==> src/tspsi_pkg.sv <==
package tspsi_pkg;

  // Section length and offset width (length is masked to 10 bits)
  localparam int unsigned LEN_W = 10;

  // Result queue geometry; one header completion pushes up to three results
  localparam int unsigned QDEPTH    = 4;
  localparam int unsigned QPTR_W    = 2;
  localparam int unsigned QCNT_W    = 3;
  localparam int unsigned BURST_MAX = 3;

  // Header parser phase
  typedef enum logic [2:0] {
    PH_IGNORE,
    PH_TABLE_ID,
    PH_LEN_HIGH,
    PH_LEN_LOW,
    PH_BODY
  } phase_t;

  // One result item
  typedef struct packed {
    logic [7:0]       section_byte;
    logic [LEN_W-1:0] byte_offset;
    logic             section_end;
    logic             empty_section;
    logic             last;
  } result_t;

  // Results produced by one input byte
  typedef struct packed {
    logic [1:0]              cnt;
    result_t [BURST_MAX-1:0] res;
  } burst_t;

endpackage

==> src/tspsi_core.sv <==
module tspsi_core
  import tspsi_pkg::*;
(
  input  logic       clk,
  input  logic       rst_n,
  input  logic       fire,
  input  logic [7:0] byte_in,
  input  logic       first_in,
  input  logic       start_in,
  input  logic [7:0] tid_match,
  output burst_t     burst
);

  phase_t           phase_r, phase_nxt;
  logic             open_r, open_nxt;
  logic [LEN_W-1:0] total_r, total_nxt;
  logic [LEN_W-1:0] stored_r, stored_nxt;
  logic [7:0]       held_tid_r, held_tid_nxt;
  logic [7:0]       held_hi_r, held_hi_nxt;

  phase_t           phase_eff;
  logic [LEN_W-1:0] len;
  logic [LEN_W-1:0] stored_inc;
  logic [1:0]       hdr_cnt;
  logic [7:0]       hdr_byte [BURST_MAX];

  // Section length: 3 + 16-bit length field, kept to 10 bits
  assign len        = {held_hi_r[1:0], byte_in} + LEN_W'(3);
  assign stored_inc = stored_r + LEN_W'(1);
  assign hdr_cnt    = (len < LEN_W'(3)) ? len[1:0] : 2'd3;

  assign hdr_byte[0] = held_tid_r;
  assign hdr_byte[1] = held_hi_r;
  assign hdr_byte[2] = byte_in;

  // Parse one payload byte and build its results
  always_comb begin
    phase_nxt    = phase_r;
    open_nxt     = open_r;
    total_nxt    = total_r;
    stored_nxt   = stored_r;
    held_tid_nxt = held_tid_r;
    held_hi_nxt  = held_hi_r;
    burst        = '0;

    // First byte of a packet: pointer byte on unit start, else body
    if (first_in) begin
      phase_eff = start_in ? PH_IGNORE : PH_BODY;
    end else begin
      phase_eff = phase_r;
    end

    if (first_in && start_in) begin
      phase_nxt = PH_TABLE_ID;
    end else begin
      phase_nxt = phase_eff;
      unique case (phase_eff)
        PH_TABLE_ID: begin
          if (byte_in == tid_match) begin
            held_tid_nxt = byte_in;
            open_nxt     = 1'b0;
            stored_nxt   = '0;
            phase_nxt    = PH_LEN_HIGH;
          end else begin
            phase_nxt = PH_IGNORE;
          end
        end
        PH_LEN_HIGH: begin
          held_hi_nxt = byte_in;
          phase_nxt   = PH_LEN_LOW;
        end
        PH_LEN_LOW: begin
          total_nxt = len;
          if (len == '0) begin
            // zero length: a single empty marker result
            burst.cnt                  = 2'd1;
            burst.res[0].section_end   = 1'b1;
            burst.res[0].empty_section = 1'b1;
            burst.res[0].last          = 1'b1;
            stored_nxt                 = '0;
            phase_nxt                  = PH_IGNORE;
          end else begin
            burst.cnt = hdr_cnt;
            for (int i = 0; i < BURST_MAX; i++) begin
              burst.res[i].section_byte = hdr_byte[i];
              burst.res[i].byte_offset  = LEN_W'(i);
              burst.res[i].section_end  = (len == LEN_W'(i + 1));
              burst.res[i].last         = (hdr_cnt == 2'(i + 1));
            end
            stored_nxt = LEN_W'(hdr_cnt);
            if (len > LEN_W'(3)) begin
              open_nxt  = 1'b1;
              phase_nxt = PH_BODY;
            end else begin
              phase_nxt = PH_IGNORE;
            end
          end
        end
        PH_BODY: begin
          if (open_r && (stored_r < total_r)) begin
            burst.cnt                 = 2'd1;
            burst.res[0].section_byte = byte_in;
            burst.res[0].byte_offset  = stored_r;
            burst.res[0].section_end  = (stored_inc == total_r);
            burst.res[0].last         = 1'b1;
            stored_nxt                = stored_inc;
            if (stored_inc == total_r) begin
              open_nxt = 1'b0;
            end
          end
        end
        default: begin
        end
      endcase
    end

    // nothing moves unless a byte is processed
    if (!fire) begin
      burst.cnt = 2'd0;
    end
  end

  // Parser state
  always_ff @(posedge clk) begin
    if (!rst_n) begin
      phase_r    <= PH_IGNORE;
      open_r     <= 1'b0;
      total_r    <= '0;
      stored_r   <= '0;
      held_tid_r <= '0;
      held_hi_r  <= '0;
    end else if (fire) begin
      phase_r    <= phase_nxt;
      open_r     <= open_nxt;
      total_r    <= total_nxt;
      stored_r   <= stored_nxt;
      held_tid_r <= held_tid_nxt;
      held_hi_r  <= held_hi_nxt;
    end
  end

endmodule

==> src/tspsi_outq.sv <==
module tspsi_outq
  import tspsi_pkg::*;
(
  input  logic    clk,
  input  logic    rst_n,
  input  burst_t  push,
  output logic    room,
  output logic    pop_valid,
  input  logic    pop_stall,
  output result_t pop_data
);

  result_t           mem_r [QDEPTH];
  logic [QPTR_W-1:0] wr_ptr_r, wr_ptr_nxt;
  logic [QPTR_W-1:0] rd_ptr_r, rd_ptr_nxt;
  logic [QCNT_W-1:0] cnt_r, cnt_nxt;
  logic              pop;

  // Room for a full burst, judged from registered fill only
  assign room      = (cnt_r <= QCNT_W'(QDEPTH - BURST_MAX));
  assign pop_valid = (cnt_r != '0);
  assign pop       = pop_valid && !pop_stall;
  assign pop_data  = mem_r[rd_ptr_r];

  // Pointer and fill updates
  always_comb begin
    wr_ptr_nxt = wr_ptr_r + QPTR_W'(push.cnt);
    rd_ptr_nxt = rd_ptr_r + QPTR_W'(pop);
    cnt_nxt    = cnt_r + QCNT_W'(push.cnt) - QCNT_W'(pop);
  end

  always_ff @(posedge clk) begin
    if (!rst_n) begin
      wr_ptr_r <= '0;
      rd_ptr_r <= '0;
      cnt_r    <= '0;
    end else begin
      wr_ptr_r <= wr_ptr_nxt;
      rd_ptr_r <= rd_ptr_nxt;
      cnt_r    <= cnt_nxt;
    end
  end

  // Result storage, up to three consecutive entries per transfer
  always_ff @(posedge clk) begin
    for (int k = 0; k < BURST_MAX; k++) begin
      if (2'(k) < push.cnt) begin
        mem_r[wr_ptr_r + QPTR_W'(k)] <= push.res[k];
      end
    end
  end

endmodule

==> src/ts_psi_section_reassembler_unit.sv <==
// An accepted byte waits in the input register, then its results go to the queue.
// Throughput: 1 payload byte per cycle; a byte that completes a section header
// yields up to 3 results, drained one per cycle while out_stall is low from a
// 4-entry queue, and the input stalls while more than one result is queued.
// Reset: synchronous active-low rst_n clears the parser state, the queue
// and the table id register (to 0); no clearing pass is needed.
module ts_psi_section_reassembler_unit
  import tspsi_pkg::*;
(
  input  logic             clk,
  input  logic             rst_n,
  // payload byte input
  input  logic             in_valid,
  output logic             in_stall,
  input  logic [7:0]       in_payload_byte,
  input  logic             in_packet_first,
  input  logic             in_unit_start,
  // section byte output
  output logic             out_valid,
  input  logic             out_stall,
  output logic [7:0]       out_section_byte,
  output logic [LEN_W-1:0] out_byte_offset,
  output logic             out_section_end,
  output logic             out_empty_section,
  output logic             out_last,
  // table id register write
  input  logic             cfg_valid,
  output logic             cfg_ready,
  input  logic [7:0]       cfg_table_id_match
);

  logic       vld_r, vld_nxt;
  logic [7:0] byte_r;
  logic       first_r;
  logic       start_r;
  logic [7:0] tid_match_r;
  logic       room;
  logic       fire;
  logic       in_xfer;
  burst_t     burst;
  result_t    res;

  // Config register
  assign cfg_ready = 1'b1;

  always_ff @(posedge clk) begin
    if (!rst_n) begin
      tid_match_r <= '0;
    end else if (cfg_valid && cfg_ready) begin
      tid_match_r <= cfg_table_id_match;
    end
  end

  // Input register; drains when the queue can take a full burst
  assign fire     = vld_r && room;
  assign in_stall = vld_r && !room;
  assign in_xfer  = in_valid && !in_stall;
  assign vld_nxt  = in_xfer ? 1'b1 : (fire ? 1'b0 : vld_r);

  always_ff @(posedge clk) begin
    if (!rst_n) begin
      vld_r <= 1'b0;
    end else begin
      vld_r <= vld_nxt;
    end
  end

  always_ff @(posedge clk) begin
    if (in_xfer) begin
      byte_r  <= in_payload_byte;
      first_r <= in_packet_first;
      start_r <= in_unit_start;
    end
  end

  tspsi_core u_core (
    .clk       (clk),
    .rst_n     (rst_n),
    .fire      (fire),
    .byte_in   (byte_r),
    .first_in  (first_r),
    .start_in  (start_r),
    .tid_match (tid_match_r),
    .burst     (burst)
  );

  tspsi_outq u_outq (
    .clk       (clk),
    .rst_n     (rst_n),
    .push      (burst),
    .room      (room),
    .pop_valid (out_valid),
    .pop_stall (out_stall),
    .pop_data  (res)
  );

  assign out_section_byte  = res.section_byte;
  assign out_byte_offset   = res.byte_offset;
  assign out_section_end   = res.section_end;
  assign out_empty_section = res.empty_section;
  assign out_last          = res.last;

endmodule

==> config.mk <==
export PLATFORM = sky130hd
export DESIGN_NAME = ts_psi_section_reassembler_unit
export DESIGN_NICKNAME = d
export VERILOG_FILES = /design/src/tspsi_pkg.sv /design/src/tspsi_core.sv /design/src/tspsi_outq.sv /design/src/ts_psi_section_reassembler_unit.sv
export SDC_FILE = /design/constraint.sdc
export NUM_CORES = 1
export LEC_CHECK = 0
export BUFFER_PORTS_ARGS = -buffer_cell sky130_fd_sc_hd__buf_2
export CAP_MARGIN = 20
export CORE_AREA = 10 10 184 100
export CTS_BUF_LIST = sky130_fd_sc_hd__clkbuf_8 sky130_fd_sc_hd__clkbuf_16
export DETAILED_ROUTE_END_ITERATION = 10
export DIE_AREA = 0 0 194 110
export PLACE_DENSITY = 0.76
export SKIP_LAST_GASP = 1
export SYNTH_ARGS = -nofsm -noshare
export SYNTH_HDL_FRONTEND = slang
export SYNTH_SLANG_ARGS = --single-unit
==> constraint.sdc <==
create_clock -name clk -period 3.7 [get_ports clk]
set_input_delay 0.37 -clock clk [delete_from_list [all_inputs] [get_ports clk]]
set_output_delay 0.37 -clock clk [all_outputs]
set_load 0.01 [all_outputs]
## Word-level counts from Yosys, hierarchy flattened

Memory sizes are Yosys's and may differ from the RTL's. A register that Yosys moved wholly into a read port is not among the register bits.
Cells that the tools add are included.

| cells by class | value |
|---|---|
| reduce and logical (&&, ||, !) cells | 18 |
| shift-type cells | 0 |
| bitwise logic cells | 1 |
| equality and inequality tests | 17 |
| multipliers | 0 |
| magnitude comparators | 7 |
| div/mod/pow operators | 0 |
| multiplexer cells | 48 |
| $add $sub $neg | 8 |

Operators by type and width:

| kind | number |
|---|---|
| 19-bit 2-to-1 mux | 4 |
| 20-bit 2-to-1 mux | 3 |
| 19-bit case mux with 2 select lines | 1 |
| 10-bit case mux with 3 select lines | 1 |
| 22-bit 2-to-1 mux | 1 |
| 21-bit 2-to-1 mux | 1 |
| 10-bit by 2-bit == test with 1-bit output (second input constant) | 2 |
| 1-bit 2-to-1 mux | 20 |
| 10-bit 2-to-1 mux | 2 |
| 3-bit 2-to-1 mux | 5 |
| 2-bit 2-to-1 mux | 6 |
| 10-bit by 1-bit adder with 10-bit output (second input constant) | 1 |
| 10-bit by 2-bit adder with 10-bit output (second input constant) | 1 |
| 10-bit by 1-bit == test with 1-bit output (second input constant) | 1 |
| 10-bit == test | 1 |
| 10-bit by 2-bit > comparator with 1-bit output (second input constant) | 1 |
| 10-bit zero test | 1 |
| 10-bit less-than comparator | 1 |
| 10-bit by 2-bit less-than comparator with 1-bit output (second input constant) | 1 |
| 3-bit case mux with 3 select lines | 1 |
| 8-bit == test | 1 |
| 2-bit by 1-bit != test with 1-bit output (second input constant) | 4 |
| 8-bit AND reduction | 1 |
| 3-bit by 2-bit == test with 1-bit output (second input constant) | 2 |
| other kinds (25) | 36 |

| storage, ports and cells | value |
|---|---|
| ROM bits | 0 |
| RAM bits | 84 |
| memories kept | 1 |
| flip-flop bits (word level) | 66 |
| bits of input ports | 23 |
| output and inout bits | 24 |
| latch bits | 0 |

Memories:

| memory | depth | width | read ports | clocked after memory_dff | wr ports | line | RTL |
|---|---|---|---|---|---|---|---|
| u_outq.mem_r | 4 | 21 | 1 | 1 | 3 | tspsi_outq.sv:13 | `result_t mem_r [QDEPTH];` |

## Longest topological paths before layout

| logic depth | value |
|---|---|
| depth in word-level cells | 10 |
| mapped depth | 15 |

## Cells and area by module

A second synthesis with hierarchy kept.

| unflattened totals | value |
|---|---|
| cells, all modules | 1002 |
| area, all modules | 9138.8 sq um |

Modules (own cells, without submodules):

| module | sequential area each (sq um) | area an instance (sq um) | cells each | times used |
|---|---|---|---|---|
| tspsi_outq | 2662.6 | 5210.0 | 542 | 1 |
| tspsi_core | 800.8 | 3269.4 | 418 | 1 |
| ts_psi_section_reassembler_unit | 480.5 | 659.4 | 42 | 1 |

## Worst setup path before layout

Ideal clock, no wire load.

| path | value |
|---|---|
| path kind | flip-flop to flip-flop |
| from | register byte_r[0] |
| to | register u_outq.cnt_r[2] |
| path slack | -0.106 ns |
| stages on the path, launching flop included | 16 |
| required time | 3.572 ns |
| buffers on the path | 2 |
| arrival time | 3.679 ns |
| cells stage by stage | edfxtp_1 -> buf_6 -> clkbuf_1 -> inv_1 -> ha_1 -> and3b_1 -> and4bb_2 -> nor3_1 -> nor3_4 -> nor2_1 -> inv_1 -> ha_1 -> fa_1 -> xnor2_1 -> xnor2_1 -> nor2_1 |

| on the way | value |
|---|---|
| longest elaborated chain between the ends | 9 |
| elaborated cells between the ends (all ways) | 10 |
| classes of those cells | add/sub (3); order compare (1); mux (5); reduce/logical (1) |

Ends and longest elaborated chain:

| what | line | RTL |
|---|---|---|
| start: declaration | ts_psi_section_reassembler_unit.sv:33 | `logic [7:0] byte_r;` |
| start signal: assignment | ts_psi_section_reassembler_unit.sv:70 | `byte_r <= in_payload_byte;` |
| 10-bit by 2-bit adder with 10-bit output (*) | tspsi_core.sv:28 | `assign len = {held_hi_r[1:0], byte_in} + LEN_W'(3);` |
| named net u_core.len[0] | tspsi_core.sv:22 | `logic [LEN_W-1:0] len;` |
| 10-bit by 2-bit less-than comparator with 1-bit output | tspsi_core.sv:30 | `assign hdr_cnt = (len < LEN_W'(3)) ? len[1:0] : 2'd3;` |
| 2-bit 2-to-1 mux | tspsi_core.sv:30 |  |
| 2-bit 2-to-1 mux (*) | tspsi_core.sv:74 | `if (len == '0) begin` |
| 2-bit case mux with 2 select lines (*) | tspsi_core.sv:57 | `unique case (phase_eff)` |
| 21-bit 2-to-1 mux (*) | tspsi_core.sv:53 | `if (first_in && start_in) begin` |
| 2-bit 2-to-1 mux (*) | tspsi_core.sv:118 | `if (!fire) begin` |
| 3-bit by 2-bit adder with 3-bit output (*) | tspsi_outq.sv:29 | `cnt_nxt = cnt_r + QCNT_W'(push.cnt) - QCNT_W'(pop);` |
| 3-bit by 1-bit subtractor with 3-bit output (*) | tspsi_outq.sv:29 |  |
| end signal: assignment | tspsi_outq.sv:40 | `cnt_r <= cnt_nxt;` |
| end: declaration | tspsi_outq.sv:16 | `logic [QCNT_W-1:0] cnt_r, cnt_nxt;` |

Mark *: on every way through the listed nets, which the timed path passes. The rest lies on a longest branch.
A chain may end at the register's enable or synchronous reset.

==> results.tsv <==
stage	metric	value	unit
status	outcome	completed	
floorplan	die width	194	microns
layout	share of final-layout standard cells stronger than drive strength 1	18.8	%
layout	nets@finish	940	
floorplan	vertical die dimension	110	microns
floorplan	initial core utilization	55.3	%
routing	Via density	6.34	
power	worst vdd rail ir drop	0.592	mV
routing	number of DRC violations after detailed routing	0	
layout	Area growth, synth to finish	11.5	%
grt	number of global-route vias before repair	6623	
cts	CTS tree	yes	
routing	final wirelength	23600	microns
layout	non-filler instance count after layout	1115	
timing	Final Max Slew Viols	0	
cts	post-CTS setup buffer count	0	
yosys	Syn. warnings	0	
power	Leak	3.34	nW
cts	count of instances resized after the clock tree is built	0	
power	power per unit of standard cell area	447	nW/um^2
layout	top library cells by usage in the layout, fill and taps aside	sky130_fd_sc_hd__nand2_1, sky130_fd_sc_hd__dfxtp_1, sky130_fd_sc_hd__nor2_1, sky130_fd_sc_hd__edfxtp_1, sky130_fd_sc_hd__buf_2	
setup_path	category of the worst setup path launch point	register	
yosys	average size of a mapped cell	9.73	sq um
timing	worst hold slack after final layout	0.114	ns
yosys	Async SR Flop Fraction	0	%
run	number of max-capacitance violations reported	0	
timing	unrepaired setup endpoints after global routing	false	
routing	Pre-antenna DRT Iters	6	
cts	clock input transition at the sequential cells of the worst setup and hold paths	0.07	ns
cts	Num CTS Buffers	17	
yosys	number of enable flip-flop cells after synthesis	54	
timing	Hold Fails Final Rpt	0	
placement	number of I/O port buffers	45	
routing	Post-DRT Antenna Nets	0	
timing	Final TNS setup	0	ns
cts	cell chosen for the clock root	sky130_fd_sc_hd__clkbuf_16	
floorplan	top-level port count	47	
cts	Hold-fix buffers, CTS	0	
timing	clock tree skew after final layout	0.0120	ns
placement	instance count after placement with tap cells included	1082	
yosys	synth unique cells	91	
placement	placer congestion estimate	0.914	
timing	Period Utilization, post-route	92.2	%
grt	Overall Global Routing Usage	22.3	%
layout	number of antenna repair diodes	0	
cts	largest buffer count on any clock path	2	
floorplan	full die area	21300	sq um
setup_path	worst stage delay on the critical path	0.64	ns
setup_path	Arr. time, crit path	3.66	ns
worst_hold_path	worst min-delay path class	input port to register	
setup_path	Crit Path Max Fanout	18	
yosys	post-synthesis instance area	8370	sq um
cts	worst skew pair latency	0.43	ns
layout	count of filler cells inserted in the layout	1283	
layout	area of the multi-input gates	4430	sq um
yosys	sequential area share after synthesis	42.4	%
setup_path	required time at the endpoint of the critical path	3.95	ns
yosys	prevailing post-synth register cell	sky130_fd_sc_hd__dfxtp_1	
setup_path	Setup Crit Path Kind	register to register	
yosys	Synthesized Nets	902	
layout	most common library cell in the layout ignoring fill and taps	sky130_fd_sc_hd__nand2_1	
floorplan	total core area	15100	sq um
cts	count of clock tree sinks	150	
timing	final setup fails	0	
yosys	post-synthesis register bit count	150	
placement	half-perimeter wire length of the detailed placement result	16800	microns
routing	Via Count	7071	
layout	sequential standard cell area	3540	sq um
timing	maximum achievable frequency	293	MHz
floorplan	floorplan row count	32	
cts	number of H-tree branching levels	4	
setup_path	cell with the largest stage delay on the worst path	sky130_fd_sc_hd__and2_1	
timing	transition time at the pin with the least slew margin	1.03	ns
setup_path	cells along the critical path	and3b_1 > and4bb_2 > nor3_2 > or3_1 > and2_1 > nand2_1 > o211ai_1	
setup_path	crit end category	register	
timing	Final Critical Period	3.41	ns
timing	worst relative slew slack	31.3	%
grt	grt ovf	0	
routing	final routed wire length divided by cell count	21.2	microns
yosys	Post-Syn Instances	860	
routing	iteration-0 DRC count of the detailed router	906	
grt	global-route wire length before repair	37700	microns
grt	initial antenna violation count	0	
grt	largest net degree at the start of global routing	54	
## path summary, 6_finish.rpt
kind                                   start                         endpoint  slack, ns  depth (start not counted)
max                      byte_r[3]$_DFFE_PP_    u_outq.mem_r[2][15]$_DFFE_PP_       0.29                          7
min                            in_unit_start                start_r$_DFFE_PP_       0.11                          1
max reg2reg              byte_r[3]$_DFFE_PP_    u_outq.mem_r[2][15]$_DFFE_PP_       0.29                          7
min reg2reg  u_outq.mem_r[3][5]$_SDFFE_PP0P_  u_outq.mem_r[3][5]$_SDFFE_PP0P_       0.46                          2
## cells by family after synthesis
group           share of synthesized area [%]
simple gates                             19.9
fa+ha+maj                                2.93
buf+inv                                  4.89
flops                                    42.4
mux                                      11.2
other cells                            0.0448
compound gates                           15.7
xor+xnor                                 3.04
## state kept, by name, summed over array words and instances (netlist names)
| name | cells |
|---|---|
| u_outq.wr_ptr_r | 2 |
| u_core.total_r | 10 |
| u_core.held_hi_r | 8 |
| u_outq.rd_ptr_r | 2 |
| byte_r | 8 |
| tid_match_r | 8 |
| u_core.open_r | 1 |
| u_core.phase_r | 3 |
| first_r | 1 |
| u_core.stored_r | 10 |
| vld_r | 1 |
| start_r | 1 |
| u_outq.cnt_r | 3 |
| u_core.held_tid_r | 8 |
| u_outq.mem_r | 84 |
## layout make-up
cell class / instances / share of cell area [%]
clock inverter: 13 / 0.885
timing repair buffer: 78 / 5.07
multi-input combinational: 631 / 47.4
clock buffer: 19 / 5.10
tap: 204 / 2.74
inverter: 20 / 0.805
sequential: 150 / 38.0
## critical path: cells and delay by family (launching register included)
family,cells,cell delay [ns]
AND/OR/NAND/NOR,6,2.27
AO/OA/AOI/OAI,1,0.32
flip-flops,1,0.63
## metrics by stage
stage	setup WS (ns)	total power, mW	cell area (sq um)	utilization, %
after floorplan	0.0777	2.31	8370	-
after global placement	0.494	2.55	8760	57.9
after detailed placement	0.412	2.56	8760	57.9
after CTS	0.396	4.19	9320	61.6
after global routing	0.0565	4.32	9330	61.6
final	0.288	4.17	9330	61.6
## routing by layer
metal	vias to the layer above	wire [microns]	GRT usage, %
li1	3235	-	-
met1	3392	11100	33.2
met2	415	9360	30.5
met3	29	2990	6.87
met4	0	197	5.13
met5	-	0	0
## where the power goes
| part | total (mW) | internal (mW) | switching [mW] |
|---|---|---|---|
| Combinational | 0.740 | 0.330 | 0.410 |
| Clock | 1.64 | 0.930 | 0.711 |
| Sequential | 1.79 | 1.75 | 0.0438 |
| Total | 4.17 | 3.01 | 1.16 |
## cells in the mapped netlist, types with 14 or more instances
cell / count / share of area, %
sky130_fd_sc_hd__mux2i_1: 44 / 5.3
sky130_fd_sc_hd__inv_1: 19 / 0.85
sky130_fd_sc_hd__clkbuf_1: 29 / 1.3
sky130_fd_sc_hd__a21oi_1: 28 / 1.7
sky130_fd_sc_hd__o211ai_1: 20 / 1.8
sky130_fd_sc_hd__edfxtp_1: 54 / 19
sky130_fd_sc_hd__xnor2_1: 21 / 2.2
sky130_fd_sc_hd__ha_1: 18 / 2.7
sky130_fd_sc_hd__dfxtp_1: 96 / 23
sky130_fd_sc_hd__nor2_1: 87 / 3.9
sky130_fd_sc_hd__nor3_1: 14 / 0.84
sky130_fd_sc_hd__and3_1: 15 / 1.1
sky130_fd_sc_hd__o21ai_0: 36 / 2.2
sky130_fd_sc_hd__a22oi_1: 15 / 1.3
sky130_fd_sc_hd__mux4_2: 21 / 5.7
sky130_fd_sc_hd__nand3_1: 25 / 1.5
sky130_fd_sc_hd__nand2_1: 111 / 5.0
Power figures use the tool's default switching activity.
